$ cat src/sbl_pkg.sv
`timescale 1ns / 1ps
`default_nettype none

package sbl_pkg;

  localparam int MAX_WIDTH  = 1024;
  localparam int MAX_HEIGHT = 4096;
  localparam int MIN_DIM    = 3;

  localparam int PIX_W   = 8;
  localparam int COL_W   = $clog2(MAX_WIDTH);
  localparam int ROW_W   = $clog2(MAX_HEIGHT);
  localparam int WID_W   = COL_W + 1;
  localparam int HGT_W   = ROW_W + 1;
  localparam int THR_W   = 11;
  localparam int CFG_W   = 13;
  localparam int CIDX_W  = 2;
  localparam int GRAD_W  = PIX_W + 3;
  localparam int SQ_W    = 2 * GRAD_W - 2;
  localparam int SUM_W   = SQ_W + 1;
  localparam int THSQ_W  = 2 * THR_W;
  localparam int RAD_W   = 2 * PIX_W;
  localparam int REM_W   = PIX_W + 2;
  localparam int SQRT_STEPS = PIX_W;

  localparam int QDEPTH  = 4;
  localparam int QPTR_W  = $clog2(QDEPTH);
  localparam int QCNT_W  = $clog2(QDEPTH + 1);

  localparam logic [CIDX_W-1:0] CFG_IMAGE_WIDTH    = 2'd0;
  localparam logic [CIDX_W-1:0] CFG_IMAGE_HEIGHT   = 2'd1;
  localparam logic [CIDX_W-1:0] CFG_EDGE_THRESHOLD = 2'd2;

  localparam logic [WID_W-1:0] RESET_WIDTH     = WID_W'(640);
  localparam logic [HGT_W-1:0] RESET_HEIGHT    = HGT_W'(480);
  localparam logic [THR_W-1:0] RESET_THRESHOLD = THR_W'(255);

  localparam logic [PIX_W-1:0] EDGE_MAX = '1;

  typedef struct packed {
    logic [ROW_W-1:0] out_row;
    logic [COL_W-1:0] out_col;
    logic             frame_end;
  } tag_t;

  typedef struct packed {
    logic signed [GRAD_W-1:0] gx;
    logic signed [GRAD_W-1:0] gy;
    tag_t                     tag;
  } qitem_t;

  typedef struct packed {
    logic [REM_W-1:0] rem;
    logic [PIX_W-1:0] root;
  } sqrt_t;

  // one restoring digit of floor(sqrt): two radicand bits in, one root bit out
  function automatic sqrt_t sqrt_step(input logic [REM_W-1:0] rem,
                                      input logic [PIX_W-1:0] root,
                                      input logic [1:0] pair);
    logic [REM_W+1:0] sh;
    logic [REM_W+1:0] trial;
    logic [REM_W+1:0] diff;
    sqrt_t            res;
    sh    = {rem, pair};
    trial = {2'b00, root, 2'b01};
    diff  = sh - trial;
    if (sh >= trial) begin
      res.rem  = diff[REM_W-1:0];
      res.root = {root[PIX_W-2:0], 1'b1};
    end else begin
      res.rem  = sh[REM_W-1:0];
      res.root = {root[PIX_W-2:0], 1'b0};
    end
    return res;
  endfunction

endpackage

`default_nettype wire

$ cat src/sbl_queue.sv
`timescale 1ns / 1ps
`default_nettype none

module sbl_queue (
  input  wire logic            clk,
  input  wire logic            rst,
  input  wire logic            push_valid,
  output logic                 push_ready,
  input  wire sbl_pkg::qitem_t push_item,
  output logic                 pop_valid,
  input  wire logic            pop_ready,
  output sbl_pkg::qitem_t      pop_item
);

  sbl_pkg::qitem_t            mem [sbl_pkg::QDEPTH];
  logic [sbl_pkg::QPTR_W-1:0] wr_ptr;
  logic [sbl_pkg::QPTR_W-1:0] rd_ptr;
  logic [sbl_pkg::QCNT_W-1:0] count;
  logic                       push;
  logic                       pop;

  assign push_ready = (count != sbl_pkg::QCNT_W'(sbl_pkg::QDEPTH));
  assign pop_valid  = (count != '0);
  assign push       = push_valid && push_ready;
  assign pop        = pop_valid && pop_ready;
  assign pop_item   = mem[rd_ptr];

  always_ff @(posedge clk) begin
    if (rst) begin
      wr_ptr <= '0;
      rd_ptr <= '0;
      count  <= '0;
    end else begin
      if (push) begin
        wr_ptr <= wr_ptr + sbl_pkg::QPTR_W'(1);
      end
      if (pop) begin
        rd_ptr <= rd_ptr + sbl_pkg::QPTR_W'(1);
      end
      if (push && !pop) begin
        count <= count + sbl_pkg::QCNT_W'(1);
      end else if (pop && !push) begin
        count <= count - sbl_pkg::QCNT_W'(1);
      end
    end
  end

  always_ff @(posedge clk) begin
    if (push) begin
      mem[wr_ptr] <= push_item;
    end
  end

  a_count_bound: assert property (@(posedge clk) disable iff (rst)
    count <= sbl_pkg::QCNT_W'(sbl_pkg::QDEPTH))
    else $error("queue count beyond depth");

  a_count_up: assert property (@(posedge clk) disable iff (rst)
    push && !pop |=> count == $past(count) + sbl_pkg::QCNT_W'(1))
    else $error("queue count missed a push");

  a_count_down: assert property (@(posedge clk) disable iff (rst)
    pop && !push |=> count == $past(count) - sbl_pkg::QCNT_W'(1))
    else $error("queue count missed a pop");

endmodule

`default_nettype wire

$ cat config.mk
export PLATFORM = sky130hd
export DESIGN_NAME = sbl_queue
export DESIGN_NICKNAME = d
export VERILOG_FILES = /design/src/sbl_pkg.sv /design/src/sbl_queue.sv
export SDC_FILE = /design/constraint.sdc
export NUM_CORES = 1
export LEC_CHECK = 0
export BUFFER_PORTS_ARGS = -buffer_cell sky130_fd_sc_hd__clkbuf_2
export CORE_MARGIN = 2
export CORE_UTILIZATION = 57
export DETAILED_ROUTE_END_ITERATION = 7
export PLACE_DENSITY_LB_ADDON = 0.2
export SLEW_MARGIN = 10
export SYNTH_ARGS = -nofsm -noshare
export SYNTH_HDL_FRONTEND = slang
export SYNTH_SLANG_ARGS = --single-unit
$ cat constraint.sdc
create_clock -name clk -period 3.05 [get_ports clk]
set_input_delay 0.305 -clock clk [delete_from_list [all_inputs] [get_ports clk]]
set_output_delay 0.305 -clock clk [all_outputs]
set_load 0.02 [all_outputs]
Word level (Yosys, flattened, before mapping)

Memory sizes are Yosys's and may differ from the RTL's. A register that Yosys moved wholly into a read port is not among the register bits.
Index checks and enable logic that the tools add are counted.

Bits in registers: 7
Bits in writable memories: 180
Input port bits: 49
Memories: 1

$add $sub $neg: 4
Equal/unequal tests: 1
Multiplexer cells: 6
Reductions and logical operators: 8

Memories:

| memory | words | bits a word | read ports | clocked after Yosys merged registers in | wr ports | RTL line        | text |
|---|---|---|---|---|---|---|---|
| mem    | 4     | 45          | 1          | 1                                       | 1        | sbl_queue.sv:15 | `sbl_pkg::qitem_t mem [sbl_pkg::QDEPTH];` |

Operators by type and width:

| cell                  | number |
|---|---|
| $mux W3               | 2 |
| $add A2 B1 Y2 const B | 2 |
| $logic_and A1 B1 Y1   | 4 |
| $mux W2               | 2 |
| $add A3 B1 Y3 const B | 1 |
| $ne A3 B3 Y1 const B  | 1 |
| $reduce_bool A3 Y1    | 1 |
| $sub A3 B1 Y3 const B | 1 |
| $logic_not A1 Y1      | 2 |
| $mux W1               | 2 |
| $reduce_bool A2 Y1    | 1 |

Longest topological paths before layout

Depth after elaboration: 6
Depth in mapped cells: 8
Mapped depth without buffers: 8

Least setup slack after synthesis

No wires, ideal clock.

Kind: flip-flop to flip-flop
From: reg count[0] in the netlist's numbering
To: mem mem[0][0] in the netlist's numbering (enable)
Data arrival time: 1,884 ps
Path slack: 759 ps
Cell stages (with the launch flop): 4
Path through: dfxtp_1 > nor2_1 > a21boi_2 > and2_1

Word-level cells in the longest chain between the ends: 4

Ends and longest elaborated chain:

| what                          | RTL line        | text |
|---|---|---|
| start: declaration            | sbl_queue.sv:18 | `logic [sbl_pkg::QCNT_W-1:0] count;` |
| start signal: assignment      | sbl_queue.sv:41 | `count <= count + sbl_pkg::QCNT_W'(1);` |
| start signal: assignment      | sbl_queue.sv:43 | `count <= count - sbl_pkg::QCNT_W'(1);` |
| $ne A3 B3 Y1                  | sbl_queue.sv:22 | `assign push_ready = (count != sbl_pkg::QCNT_W'(sbl_pkg::QDEPTH));` |
| $logic_and A1 B1 Y1           | sbl_queue.sv:24 | `assign push = push_valid && push_ready;` |
| net push                      | sbl_queue.sv:19 | `logic push;` |
| $mux W1                       | sbl_queue.sv:49 | `if (push) begin` |
| $mux W1 (not written as such) | sbl_queue.sv:50 | `mem[wr_ptr] <= push_item;` |
| end: declaration              | sbl_queue.sv:15 |  |

The timed path passes the listed nets, and every way through them passes these cells.

==> metrics.txt <==
Setup CP Type register to primary output; GRT overflow 0; Yosys reg bits 189; P_leak 0.00283 uW; Clock Tree Buf Depth 2; postcts setup bufs 0; CTS resizes 0; CTS sink cnt 189; hold path startpoint push_item[38]; Slew HR 0.556; final WL 11600 um; Cell Area, Synth 0.00702 mm2; Slew @ Worst Pin 0.667 ns; gp weighted congestion 0.718; ant diodes 0; CP max stage cell dfxtp_4; HP Class input pin to register; worst-path maximum fanout 26; r2r worst-path depth 8; worst clock skew 0.00808 ns; worst vdd ir 0.515 mV; Final period util 0.789; Total Power 7030 uW; startpoint types register; worst path cell trace buf_4 -> mux4_1 -> clkbuf_2; CTS tree built; Setup TNS 0 ns; Die Height 115 um; total global-route track usage 0.192; Final Slew Violations 0; status finished clean; commonest non-fill, non-tap cell in the layout edfxtp_1; Starting Density 0.584; # port buffers 95; Clock transition at path regs 0.06 ns; met3 track demand over resource 0.0522; Vias/cell 5.69; hold slack 0.106 ns; Vias 3166; Worst-Skew Late Latency 0.42 ns; crit path time final 2.41 ns; CP Capture Type primary output; first-pass GRT wire length 18000 um; CTS root buf clkbuf_16; RSZ-0062 raised after global routing false; core area 0.0120 mm2; Hold Path Sink mem[1][38]; drt pass-1 iters 6; max frequency 415 MHz; FF-to-FF End count[2]; Nets 451; grt peak-use layer met2; Fillers 741; # setup viols final 0; arrival time of the worst setup path 2.10 ns; CTS Hold Buffers Added 0; hpwl dp 7300 um; critical path data required time 2.74 ns; Hold Path Stages 1; DR iter-0 viols 254; wire per inst 20.9 um; Final Core Density 0.684; drt drc 0; Num CTS Buffers 17; die area 0.0132 mm2; Syn Nets 338; reg-to-reg slack, setup 0.79 ns; most frequent cells in the layout edfxtp_1 (180), clkbuf_2 (95), mux4_2 (40); largest net degree at the start of global routing 39; Final Hold Viols 0; max incr delay on CP 0.69 ns; Rows 40; Final ANT Viol Nets 0; power per cell area 855 mW/mm2; Mapped Cells 283; met1 GRT Util 0.238; share of cells above drive strength 1 0.430; initial antenna violation count 0; die width 115 um; Avg Cell Area, Syn 24.8 um2; r2r startpoint count[0]; max-cap violations 0; Syn-to-layout area delta 17.1%; # H-tree levels 4; register area share after synthesis 0.796; IO Pins 96; synth unique cells 25; number of global-route vias before repair 3420; GR Util met2 0.320; Ys Warns 0
-- report_power, final --
| part | leakage [uW] | switching (uW) | internal (uW) |
|---|---|---|---|
| clock network | 0.000257 | 820 | 1130 |
| registers | 0.00172 | 193 | 3160 |
| logic | 0.000851 | 951 | 784 |
-- cells by family (layout without fill, tap and decap cells) --
family,Yosys count,after routing,synth area share
AOI/OAI and AO/OA,5,5,0.00535
buffers and inverters,14,140,0.0187
adders and majority gates,6,6,0.0118
muxes,48,48,0.152
and+or+nand+nor,17,17,0.0119
DFF,189,189,0.796
xor gates and xnor gates,4,4,0.00499
-- worst max path at each step --
stage,from,to,slack [ns],depth (start not counted)
after floorplan,count[0],mem[0][0],0.76,3
after global placement,count[0],count[2],0.96,8
after detailed placement,count[0],count[2],0.85,8
after CTS,register,pop_item[41],0.58,3
after global routing,register,pop_item[41],0.48,3
final,register,pop_item[41],0.64,3
-- critical path: cells and delay by family (launching register included) --
family,cells,cell delay [ns]
flip-flops,1,0.69
multiplexers,1,0.55
buffers and inverters,2,0.45
-- sequential cells by signal (all words and copies together), names as in the netlist, named ones only --
name	cells
wr_ptr	2
rd_ptr	2
mem	180
count	3
-- layout make-up --
class                      count  area [um2]  area share
sequential                   189        5590       0.680
multi-input combinational     80        1310       0.159
timing repair buffer         105         601      0.0731
clock buffer                  29         510      0.0621
tap                          147         184      0.0224
clock inverter                 3        13.8     0.00167
inverter                       3        11.3     0.00137
-- metrics by stage --
step | cell area [um2] | std cells | setup slack, ns
finish | 8220 | 556 | 0.642
global route | 8220 | 556 | 0.483
CTS | 8220 | 556 | 0.583
detailed placement | 7690 | 524 | 0.849
global placement | 7690 | 524 | 0.955
floorplan | 7020 | 283 | 0.759
-- synthesized netlist by cell type (all sizes together) --
| master | instances | area [um2] |
|---|---|---|
| mux2i | 2 | 20.0 |
| mux4 | 45 | 1030 |
| buf | 9 | 111 |
| ha | 5 | 62.6 |
| a21boi | 1 | 11.3 |
| or3 | 2 | 12.5 |
| clkbuf | 2 | 8.75 |
| nand2 | 1 | 3.75 |
| o21ai | 1 | 5.00 |
| inv | 3 | 11.3 |
| xor2 | 4 | 35.0 |
| edfxtp | 180 | 5410 |
| fa | 1 | 20.0 |
| a21oi | 1 | 5.00 |
| dfxtp | 9 | 180 |
| o311ai | 1 | 8.76 |
| o31ai | 1 | 7.51 |
| mux2 | 1 | 11.3 |
| nand2b | 2 | 12.5 |
| nor2 | 8 | 30.0 |
| and2 | 4 | 25.0 |
-- metal layers --
| metal | vias up | wire length, um |
|---|---|---|
| met4 | 0 | 227 |
| met2 | 74 | 6010 |
| met1 | 1647 | 4920 |
| met3 | 16 | 488 |
| li1 | 1429 | - |
| met5 | - | 0 |
Power figures use the tool's default switching activity.
