[src/sbl_pkg.sv]
`timescale 1ns / 1ps
`default_nettype none

package sbl_pkg;

  localparam int MAX_WIDTH  = 1024;
  localparam int MAX_HEIGHT = 4096;
  localparam int MIN_DIM    = 3;

  localparam int PIX_W   = 8;
  localparam int COL_W   = $clog2(MAX_WIDTH);
  localparam int ROW_W   = $clog2(MAX_HEIGHT);
  localparam int WID_W   = COL_W + 1;
  localparam int HGT_W   = ROW_W + 1;
  localparam int THR_W   = 11;
  localparam int CFG_W   = 13;
  localparam int CIDX_W  = 2;
  localparam int GRAD_W  = PIX_W + 3;
  localparam int SQ_W    = 2 * GRAD_W - 2;
  localparam int SUM_W   = SQ_W + 1;
  localparam int THSQ_W  = 2 * THR_W;
  localparam int RAD_W   = 2 * PIX_W;
  localparam int REM_W   = PIX_W + 2;
  localparam int SQRT_STEPS = PIX_W;

  localparam int QDEPTH  = 4;
  localparam int QPTR_W  = $clog2(QDEPTH);
  localparam int QCNT_W  = $clog2(QDEPTH + 1);

  localparam logic [CIDX_W-1:0] CFG_IMAGE_WIDTH    = 2'd0;
  localparam logic [CIDX_W-1:0] CFG_IMAGE_HEIGHT   = 2'd1;
  localparam logic [CIDX_W-1:0] CFG_EDGE_THRESHOLD = 2'd2;

  localparam logic [WID_W-1:0] RESET_WIDTH     = WID_W'(640);
  localparam logic [HGT_W-1:0] RESET_HEIGHT    = HGT_W'(480);
  localparam logic [THR_W-1:0] RESET_THRESHOLD = THR_W'(255);

  localparam logic [PIX_W-1:0] EDGE_MAX = '1;

  typedef struct packed {
    logic [ROW_W-1:0] out_row;
    logic [COL_W-1:0] out_col;
    logic             frame_end;
  } tag_t;

  typedef struct packed {
    logic signed [GRAD_W-1:0] gx;
    logic signed [GRAD_W-1:0] gy;
    tag_t                     tag;
  } qitem_t;

  typedef struct packed {
    logic [REM_W-1:0] rem;
    logic [PIX_W-1:0] root;
  } sqrt_t;

  // one restoring digit of floor(sqrt): two radicand bits in, one root bit out
  function automatic sqrt_t sqrt_step(input logic [REM_W-1:0] rem,
                                      input logic [PIX_W-1:0] root,
                                      input logic [1:0] pair);
    logic [REM_W+1:0] sh;
    logic [REM_W+1:0] trial;
    logic [REM_W+1:0] diff;
    sqrt_t            res;
    sh    = {rem, pair};
    trial = {2'b00, root, 2'b01};
    diff  = sh - trial;
    if (sh >= trial) begin
      res.rem  = diff[REM_W-1:0];
      res.root = {root[PIX_W-2:0], 1'b1};
    end else begin
      res.rem  = sh[REM_W-1:0];
      res.root = {root[PIX_W-2:0], 1'b0};
    end
    return res;
  endfunction

endpackage

`default_nettype wire

[src/sbl_ifs.sv]
`timescale 1ns / 1ps
`default_nettype none


interface sbl_edge_if;
  logic                      valid;
  logic                      ready;
  logic [sbl_pkg::PIX_W-1:0] edge_value;
  logic [sbl_pkg::ROW_W-1:0] out_row;
  logic [sbl_pkg::COL_W-1:0] out_col;
  logic                      frame_end;

  modport source (output valid, output edge_value, output out_row, output out_col,
                  output frame_end, input ready);
  modport sink (input valid, input edge_value, input out_row, input out_col,
                input frame_end, output ready);
endinterface

`default_nettype wire

[src/sbl_back.sv]
`timescale 1ns / 1ps
`default_nettype none

module sbl_back (
  input  wire logic                      clk,
  input  wire logic                      rst,
  input  wire logic [sbl_pkg::THR_W-1:0] edge_threshold,
  input  wire logic                      pop_valid,
  output logic                           pop_ready,
  input  wire sbl_pkg::qitem_t           pop_item,
  sbl_edge_if.source                     edges
);

  localparam int N = sbl_pkg::SQRT_STEPS;

  logic [sbl_pkg::THSQ_W-1:0] thr_sq;
  logic                       en;

  logic signed [sbl_pkg::GRAD_W-1:0]   gx_in;
  logic signed [sbl_pkg::GRAD_W-1:0]   gy_in;
  logic signed [2*sbl_pkg::GRAD_W-1:0] gx_sq;
  logic signed [2*sbl_pkg::GRAD_W-1:0] gy_sq;

  logic                      a_vld;
  logic [sbl_pkg::SQ_W-1:0]  a_sqx;
  logic [sbl_pkg::SQ_W-1:0]  a_sqy;
  sbl_pkg::tag_t             a_tag;

  logic [sbl_pkg::SUM_W-1:0] sum;
  logic                      force_max;

  logic                      b_vld;
  logic [sbl_pkg::RAD_W-1:0] b_v;
  logic                      b_force;
  sbl_pkg::tag_t             b_tag;

  logic                      in_vld   [N];
  logic [sbl_pkg::REM_W-1:0] in_rem   [N];
  logic [sbl_pkg::PIX_W-1:0] in_root  [N];
  logic [sbl_pkg::RAD_W-1:0] in_v     [N];
  logic                      in_force [N];
  sbl_pkg::tag_t             in_tag   [N];
  sbl_pkg::sqrt_t            step     [N];

  logic                      s_vld   [N];
  logic [sbl_pkg::REM_W-1:0] s_rem   [N];
  logic [sbl_pkg::PIX_W-1:0] s_root  [N];
  logic [sbl_pkg::RAD_W-1:0] s_v     [N];
  logic                      s_force [N];
  sbl_pkg::tag_t             s_tag   [N];

  assign en        = !s_vld[N-1] || edges.ready;
  assign pop_ready = en;

  always_ff @(posedge clk) begin
    thr_sq <= edge_threshold * edge_threshold;
  end

  // squares
  assign gx_in = pop_item.gx;
  assign gy_in = pop_item.gy;
  assign gx_sq = gx_in * gx_in;
  assign gy_sq = gy_in * gy_in;

  always_ff @(posedge clk) begin
    if (rst) begin
      a_vld <= 1'b0;
      b_vld <= 1'b0;
    end else if (en) begin
      a_vld <= pop_valid;
      b_vld <= a_vld;
    end
  end

  always_ff @(posedge clk) begin
    if (en) begin
      a_sqx   <= gx_sq[sbl_pkg::SQ_W-1:0];
      a_sqy   <= gy_sq[sbl_pkg::SQ_W-1:0];
      a_tag   <= pop_item.tag;
      b_v     <= sum[sbl_pkg::RAD_W-1:0];
      b_force <= force_max;
      b_tag   <= a_tag;
    end
  end

  // threshold and saturation
  always_comb begin
    sum       = {1'b0, a_sqx} + {1'b0, a_sqy};
    force_max = ({1'b0, sum} > thr_sq) ||
                (sum[sbl_pkg::SUM_W-1:sbl_pkg::RAD_W] != '0);
  end

  // square root, one result bit per stage
  always_comb begin
    in_vld[0]   = b_vld;
    in_rem[0]   = '0;
    in_root[0]  = '0;
    in_v[0]     = b_v;
    in_force[0] = b_force;
    in_tag[0]   = b_tag;
    for (int i = 1; i < N; i++) begin
      in_vld[i]   = s_vld[i-1];
      in_rem[i]   = s_rem[i-1];
      in_root[i]  = s_root[i-1];
      in_v[i]     = s_v[i-1];
      in_force[i] = s_force[i-1];
      in_tag[i]   = s_tag[i-1];
    end
    for (int i = 0; i < N; i++) begin
      step[i] = sbl_pkg::sqrt_step(in_rem[i], in_root[i],
                                   in_v[i][sbl_pkg::RAD_W-1:sbl_pkg::RAD_W-2]);
    end
  end

  always_ff @(posedge clk) begin
    if (rst) begin
      for (int i = 0; i < N; i++) begin
        s_vld[i] <= 1'b0;
      end
    end else if (en) begin
      for (int i = 0; i < N; i++) begin
        s_vld[i] <= in_vld[i];
      end
    end
  end

  always_ff @(posedge clk) begin
    if (en) begin
      for (int i = 0; i < N; i++) begin
        s_rem[i]   <= step[i].rem;
        s_root[i]  <= step[i].root;
        s_v[i]     <= {in_v[i][sbl_pkg::RAD_W-3:0], 2'b00};
        s_force[i] <= in_force[i];
        s_tag[i]   <= in_tag[i];
      end
    end
  end

  assign edges.valid      = s_vld[N-1];
  assign edges.edge_value = s_force[N-1] ? sbl_pkg::EDGE_MAX : s_root[N-1];
  assign edges.out_row    = s_tag[N-1].out_row;
  assign edges.out_col    = s_tag[N-1].out_col;
  assign edges.frame_end  = s_tag[N-1].frame_end;

endmodule

`default_nettype wire

[src/flat_wrapper.sv]
// flat-port wrapper written by rule: the top's interface ports become plain ports
module sbl_back_flat 
  (clk, rst, edge_threshold, pop_valid, pop_ready, pop_item, edges_valid, edges_edge_value, edges_out_row, edges_out_col, edges_frame_end, edges_ready);
  sbl_edge_if edges_i ();
  input  wire logic clk;
  input  wire logic rst;
  input  wire logic [sbl_pkg::THR_W-1:0] edge_threshold;
  input  wire logic pop_valid;
  output logic pop_ready;
  input  wire sbl_pkg::qitem_t pop_item;
  output wire logic [$bits(edges_i.valid)-1:0] edges_valid;
  output wire logic [$bits(edges_i.edge_value)-1:0] edges_edge_value;
  output wire logic [$bits(edges_i.out_row)-1:0] edges_out_row;
  output wire logic [$bits(edges_i.out_col)-1:0] edges_out_col;
  output wire logic [$bits(edges_i.frame_end)-1:0] edges_frame_end;
  input wire logic [$bits(edges_i.ready)-1:0] edges_ready;
  assign edges_valid = edges_i.valid;
  assign edges_edge_value = edges_i.edge_value;
  assign edges_out_row = edges_i.out_row;
  assign edges_out_col = edges_i.out_col;
  assign edges_frame_end = edges_i.frame_end;
  assign edges_i.ready = edges_ready;
  sbl_back u_core (.clk(clk), .rst(rst), .edge_threshold(edge_threshold), .pop_valid(pop_valid), .pop_ready(pop_ready), .pop_item(pop_item), .edges(edges_i));
endmodule
[config.mk]
export PLATFORM = sky130hd
export DESIGN_NAME = sbl_back_flat
export DESIGN_NICKNAME = d
export VERILOG_FILES = /design/src/sbl_pkg.sv /design/src/sbl_ifs.sv /design/src/sbl_back.sv /design/src/flat_wrapper.sv
export SDC_FILE = /design/constraint.sdc
export NUM_CORES = 1
export LEC_CHECK = 0
export BUFFER_PORTS_ARGS = -buffer_cell sky130_fd_sc_hd__buf_4
export CAP_MARGIN = 20
export CORE_UTILIZATION = 35
export DETAILED_ROUTE_END_ITERATION = 10
export PLACE_DENSITY = 0.61
export SYNTH_ARGS = -nofsm -noshare
export SYNTH_HDL_FRONTEND = slang
export SYNTH_SLANG_ARGS = --single-unit
[constraint.sdc]
create_clock -name clk -period 9.9 [get_ports clk]
set_clock_uncertainty 0.1 [all_clocks]
set_input_delay 0.495 -clock clk [delete_from_list [all_inputs] [get_ports clk]]
set_output_delay 0.495 -clock clk [all_outputs]
set_load 0.1 [all_outputs]
## After elaboration in Yosys (flattened, before gate mapping)

Memories as Yosys holds them, arrays and structs flattened.
Cells that the tools add are included.

| operators by class | value |
|---|---|
| add/sub/neg operators | 9 |
| multipliers | 3 |
| $lt $le $gt $ge | 9 |
| muxes and demuxes | 23 |
| bitwise operators | 8 |
| reduce and logical (&&, ||, !) cells | 4 |

Operators by type and width:

| operator | count |
|---|---|
| $mux W18 | 8 |
| $ge A12 B10 Y1 | 7 |
| $sub A10 B10 Y10 | 7 |
| $mul A11 B11 Y20 | 2 |
| $gt A21 B22 Y1 | 1 |
| $mul A11 B11 Y22 | 1 |
| $add A20 B20 Y21 | 1 |
| $mux W1 | 14 |
| $mux W8 | 1 |
| $or A1 B1 Y1 | 8 |
| $reduce_bool A5 Y1 | 1 |
| $sub A2 B1 Y3 const B | 1 |
| $ge A2 B1 Y1 const B | 1 |
| $logic_or A1 B1 Y1 | 2 |
| $logic_not A1 Y1 | 1 |

| storage, ports and cells | value |
|---|---|
| register bits | 127 |
| RAM bits | 456 |
| input port bits | 60 |
| output and inout bits | 33 |
| word-level logic and storage cells | 75 |
| memories kept | 6 |

Memory list:

| memory | depth | width | rd ports | clocked after memory_dff | wr ports | line | RTL |
|---|---|---|---|---|---|---|---|
| u_core.s_tag | 8 | 23 | 8 | 0 | 8 | sbl_back.sv:50 | `sbl_pkg::tag_t s_tag [N];` |
| u_core.s_v | 8 | 14 | 7 | 0 | 8 | sbl_back.sv:48 | `logic [sbl_pkg::RAD_W-1:0] s_v [N];` |
| u_core.s_rem | 8 | 10 | 7 | 0 | 8 | sbl_back.sv:46 | `logic [sbl_pkg::REM_W-1:0] s_rem [N];` |
| u_core.s_root | 8 | 8 | 8 | 0 | 8 | sbl_back.sv:47 | `logic [sbl_pkg::PIX_W-1:0] s_root [N];` |
| u_core.s_force | 8 | 1 | 8 | 0 | 8 | sbl_back.sv:49 | `logic s_force [N];` |
| u_core.s_vld | 8 | 1 | 8 | 0 | 8 | sbl_back.sv:45 | `logic s_vld [N];` |

## Logic depth before layout (Yosys ltp)

An unclocked memory read counts as a cell.

| depth | value |
|---|---|
| depth after elaboration | 7 |
| gate-level depth with buffers | 20 |
| gate-level depth less buffers | 19 |

## Worst setup path before layout

OpenSTA, ideal clock, no wires.

| timing | value |
|---|---|
| path type | register to register |
| start | memory u_core.s_vld[7][0] (netlist: u_core.s_vld[0][7]) |
| end | register u_core.a_sqx[0] in the netlist's numbering (enable) |
| setup time | 0.824 ns |
| data arrival time | 10.313 ns |
| data required time | 8.976 ns |
| path slack | -1.337 ns |
| cell stages (with the launch flop) | 3 |
| path buffers | 0 |
| period minus slack after synthesis | 11.237 ns |
| path through | edfxtp_1 -> nor2b_1 -> inv_1 |

RTL lines:

| item | line | RTL |
|---|---|---|
| from (decl) | sbl_back.sv:45 |  |
| to (signal assigned) | sbl_back.sv:77 | `a_sqx <= gx_sq[sbl_pkg::SQ_W-1:0];` |
| to (decl) | sbl_back.sv:25 | `logic [sbl_pkg::SQ_W-1:0] a_sqx;` |

## Worst setup path after layout

| timing | value |
|---|---|
| start | input edge_threshold[0] in the netlist's numbering |
| end | register u_core.thr_sq[20] in the netlist's numbering |

| on the way | value |
|---|---|
| word-level cells in the longest chain between the ends | 1 |

Ends and longest elaborated chain:

| item | line | RTL |
|---|---|---|
| from (decl) | flat_wrapper.sv:7 | `input wire logic [sbl_pkg::THR_W-1:0] edge_threshold;` |
| $mul A11 B11 Y22 | sbl_back.sv:56 | `thr_sq <= edge_threshold * edge_threshold;` |
| to (signal assigned) | sbl_back.sv:56 |  |
| to (decl) | sbl_back.sv:16 | `logic [sbl_pkg::THSQ_W-1:0] thr_sq;` |

No other way between the ends.
A chain may end at the register's enable or synchronous reset.

==> key figures <==
Status
  • Status: completed

Logic synthesis
  • Largest family of logic cells by synthesized area: adder cells
  • Cell area after synthesis: 29,100 um2
  • Synth Area in XOR/XNOR: 0.0343
  • Post-Synthesis Cells: roughly 2,300
  • Warnings, synthesis: 0
  • Async SR Flop Fraction: 0
  • Syn Area/Cell: 12.6 um2
  • Synthesized flop and latch total: 479
  • Adder-Cell Fraction of Synth Area: 0.265
  • Mux contribution to synthesized area: 0.00734
  • Netlist cell types: slightly above 70
  • Compound-Gate Fraction of Synth Area: 0.0546
  • EDFF count, synth: approximately 460
  • Seq/Total Area, Yosys: 0.486
  • Most used flip-flop cell after synthesis: edfxtp_1
  • Simple-Gate Fraction of Synth Area: 0.0853

Placed design
  • GPL Wtd Cong: between 0.8 and 0.9
  • Final HPWL DP: between 30,000 and 40,000 um
  • IO buf count: slightly above 90
  • Post-placement cell area: around 31,000 um2

STA
  • RSZ-0062 raised after global routing: false
  • Max Slew Vio Count: 0
  • Worst-margin pin slew: about 1100 ps
  • Crit share post-route: 0.557
  • Worst relative slew slack: 0.297
  • Setup violations, final: 0
  • Post-route setup TNS: 0 ps
  • Hold Vio Cnt, Final: 0
  • Final min period: 5520 ps
  • Peak Freq: between 150 and 200 MHz

CTS
  • Clock Pin Slew Worst Setup and Hold Paths: roughly 60 ps
  • CTS tree: yes
  • CTS Buffer Depth: 3
  • Post-CTS Setup Repair Bufs: 0
  • H-tree levels: 2
  • Clock latency on the worst-skew pair: 590 ps
  • CTS Buf Count: 50
  • CTS Root Cell: clkbuf_16
  • Number of gates resized after CTS: 0
  • # hold bufs at CTS: 25
  • CTS Sinks: approximately 480

Finish
  • Area growth from synthesis to layout: 13.4%
  • Share of layout cells above drive strength 1: 0.0854
  • Final instance area: 33,000 um2
  • Commonest non-fill, non-tap cell in the layout: inv_1
  • Nets: 2,982
  • Commonest non-fill, non-tap cells in the layout: 481 x inv_1, 456 x edfxtp_1, 255 x fa_1

Routing
  • 1st-pass router iterations: 5
  • Starting DRT DRC Count: 583
  • Final ANT Viol Nets: 0
  • DRC: 0
  • Via count: roughly 16,000
  • Avg WL per Cell: 13.3 um
  • Routed WL: ~47,000 um
  • Vias per cell: 4.53

Worst setup path
  • Ordered cell list for the critical path: dlygate4sd3_1 -> buf_4 -> nand2_1 -> fa_1 -> inv_1 -> fa_1 -> fa_1 -> fa_1 -> inv_1 -> fa_1 -> inv_1 -> ha_1 -> a21o_1 -> a21o_1 -> a21oi_1 -> o311ai_0 -> o211a_1 -> o41a_1 -> xor2_1
  • Crit path largest cell delay: 540 ps
  • Critical path class: input pin to flop
  • Cell mode on critical path: fa_1
  • Worst EP arrival: ~5900 ps
  • Startpoint Class: input pin
  • Critical-path top delay cell: fa_1
  • Crit. End Element: flop
  • CP max FO: 12
  • Critical path data required time: roughly 10,000 ps

Die
  • Die Wd: 291 um
  • Starting Density: 0.354
  • Core box area: between 80,000 and 90,000 um2
  • IO Pins: 93
  • FP Rows: about 110
  • DIE HEIGHT: between 200 and 300 um
  • Die ar.: approximately 84,000 um2

Global routing
  • Grt ovf: 0
  • First-pass GRT wire length: ~83,000 um
  • Largest net degree at the start of global routing: 96
  • Gr usage total: 0.117
  • Antenna violations before repair: 1
  • Vias in the first global route: 17,500

Pwr
  • Pwr Density: about 310 nW/um2
  • Leak: between 10 and 15 nW
  • Worst vdd ir: 0.000211 V

Flow run
  • Max_cap viols: 0

Min path
  • Worst hold path class: input pin to flop
synthesized netlist by cell type, types with 11 or more instances:
cell / instances / area, um2
inv_1: 482 / 1810
edfxtp_1: 456 / 13700
fa_1: 255 / 5100
ha_1: 209 / 2620
nand2_1: 116 / 435
and2_1: 104 / 651
nor2_1: 94 / 353
xnor2_1: 90 / 788
a21oi_1: 53 / 265
o21ai_0: 47 / 235
clkbuf_1: 42 / 158
nor2b_1: 35 / 219
a21o_1: 28 / 210
nor3_1: 26 / 130
o21a_1: 25 / 188
xor2_1: 24 / 210
dfxtp_1: 23 / 460
nand3_1: 18 / 90.1
nand2b_1: 15 / 93.8
or2_2: 15 / 93.8
a211oi_1: 12 / 90.1
mux2_2: 11 / 124
where the power goes:
group	switching [mW]	total [mW]	internal, mW	leakage (nW)
logic	2.89	5.22	2.33	8.75
clock network	0.749	1.87	1.12	0.817
registers	0.199	3.16	2.96	4.95
cell type report:
cell class / count / area, um2
Inverter: 483 / 1820
Timing Repair Buffer: 125 / 1020
Multi-Input combinational cell: 1319 / 13000
Tap cell: 1070 / 1340
Fill cell: 7692 / 49200
Sequential cell: 479 / 14200
Antenna cell: 1 / 2.50
Clock inverter: 30 / 395
Clock buffer: 59 / 1280
layer usage:
metal / routed length (um) / track usage / share of wire / up-vias
met4: 1390 / 0.0387 / 0.029 / 0
met1: 20000 / 0.139 / 0.42 / 7930
met5: 0 / 0 / 0 / -
met2: 24600 / 0.216 / 0.52 / 193
li1: - / - / - / 7951
met3: 1350 / 0.0173 / 0.029 / 79
state kept, by name, summed over array words and instances (netlist names):
signal	count
u_core.a_sqy	19
u_core.a_vld	1
u_core.a_sqx	19
u_core.thr_sq	21
u_core.s_force	8
u_core.b_v	16
u_core.a_tag	23
u_core.s_vld	8
u_core.s_v	56
u_core.b_vld	1
u_core.b_tag	23
u_core.s_rem	63
u_core.s_tag	184
u_core.s_root	36
u_core.b_force	1
worst max-delay path, delay by kind of cell:
kind,cells,cell delay (ps)
simple gates,1,120
buf+inv,5,890
fa+ha+maj,6,2800
compound gates,6,1440
xor+xnor,1,150
per-stage QoR:
step | hold slack [ps] | utilization | worst slack [ps] | std cells | power [mW]
final | 82.5 | 0.402 | 4380 | 3566 | 10.3
after global routing | 63.9 | 0.402 | 4150 | 3566 | 11.2
after CTS | 44.8 | 0.401 | 4450 | 3563 | 10.4
after detailed placement | 305 | 0.378 | 4110 | 3449 | 8.45
after global placement | 300 | 0.378 | 4150 | 3449 | 8.27
after floorplan | 300 | - | 632 | 2324 | 7.27
final timing paths:
path	slack, ps	endpoint	from	depth (start not counted)
max	4380	u_core.thr_sq[20]	edge_threshold[0]	19
min	80	u_core.a_vld	pop_valid	3
max reg2reg	5280	u_core.b_force	u_core.a_sqx[2]	14
min reg2reg	310	u_core.s_tag[0][18]	u_core.b_tag[18]	0
logic make-up (layout without fill, tap and decap cells):
kind of cell	count (synthesis)	in the layout
and+or+nand+nor	481	481
other	1	4
xor gates and xnor gates	114	114
adders and majority gates	464	464
muxes	20	20
buffers and inverters	526	697
AOI/OAI and AO/OA	237	237
DFF	479	479
Note: power is estimated with default switching activity, not from simulation.
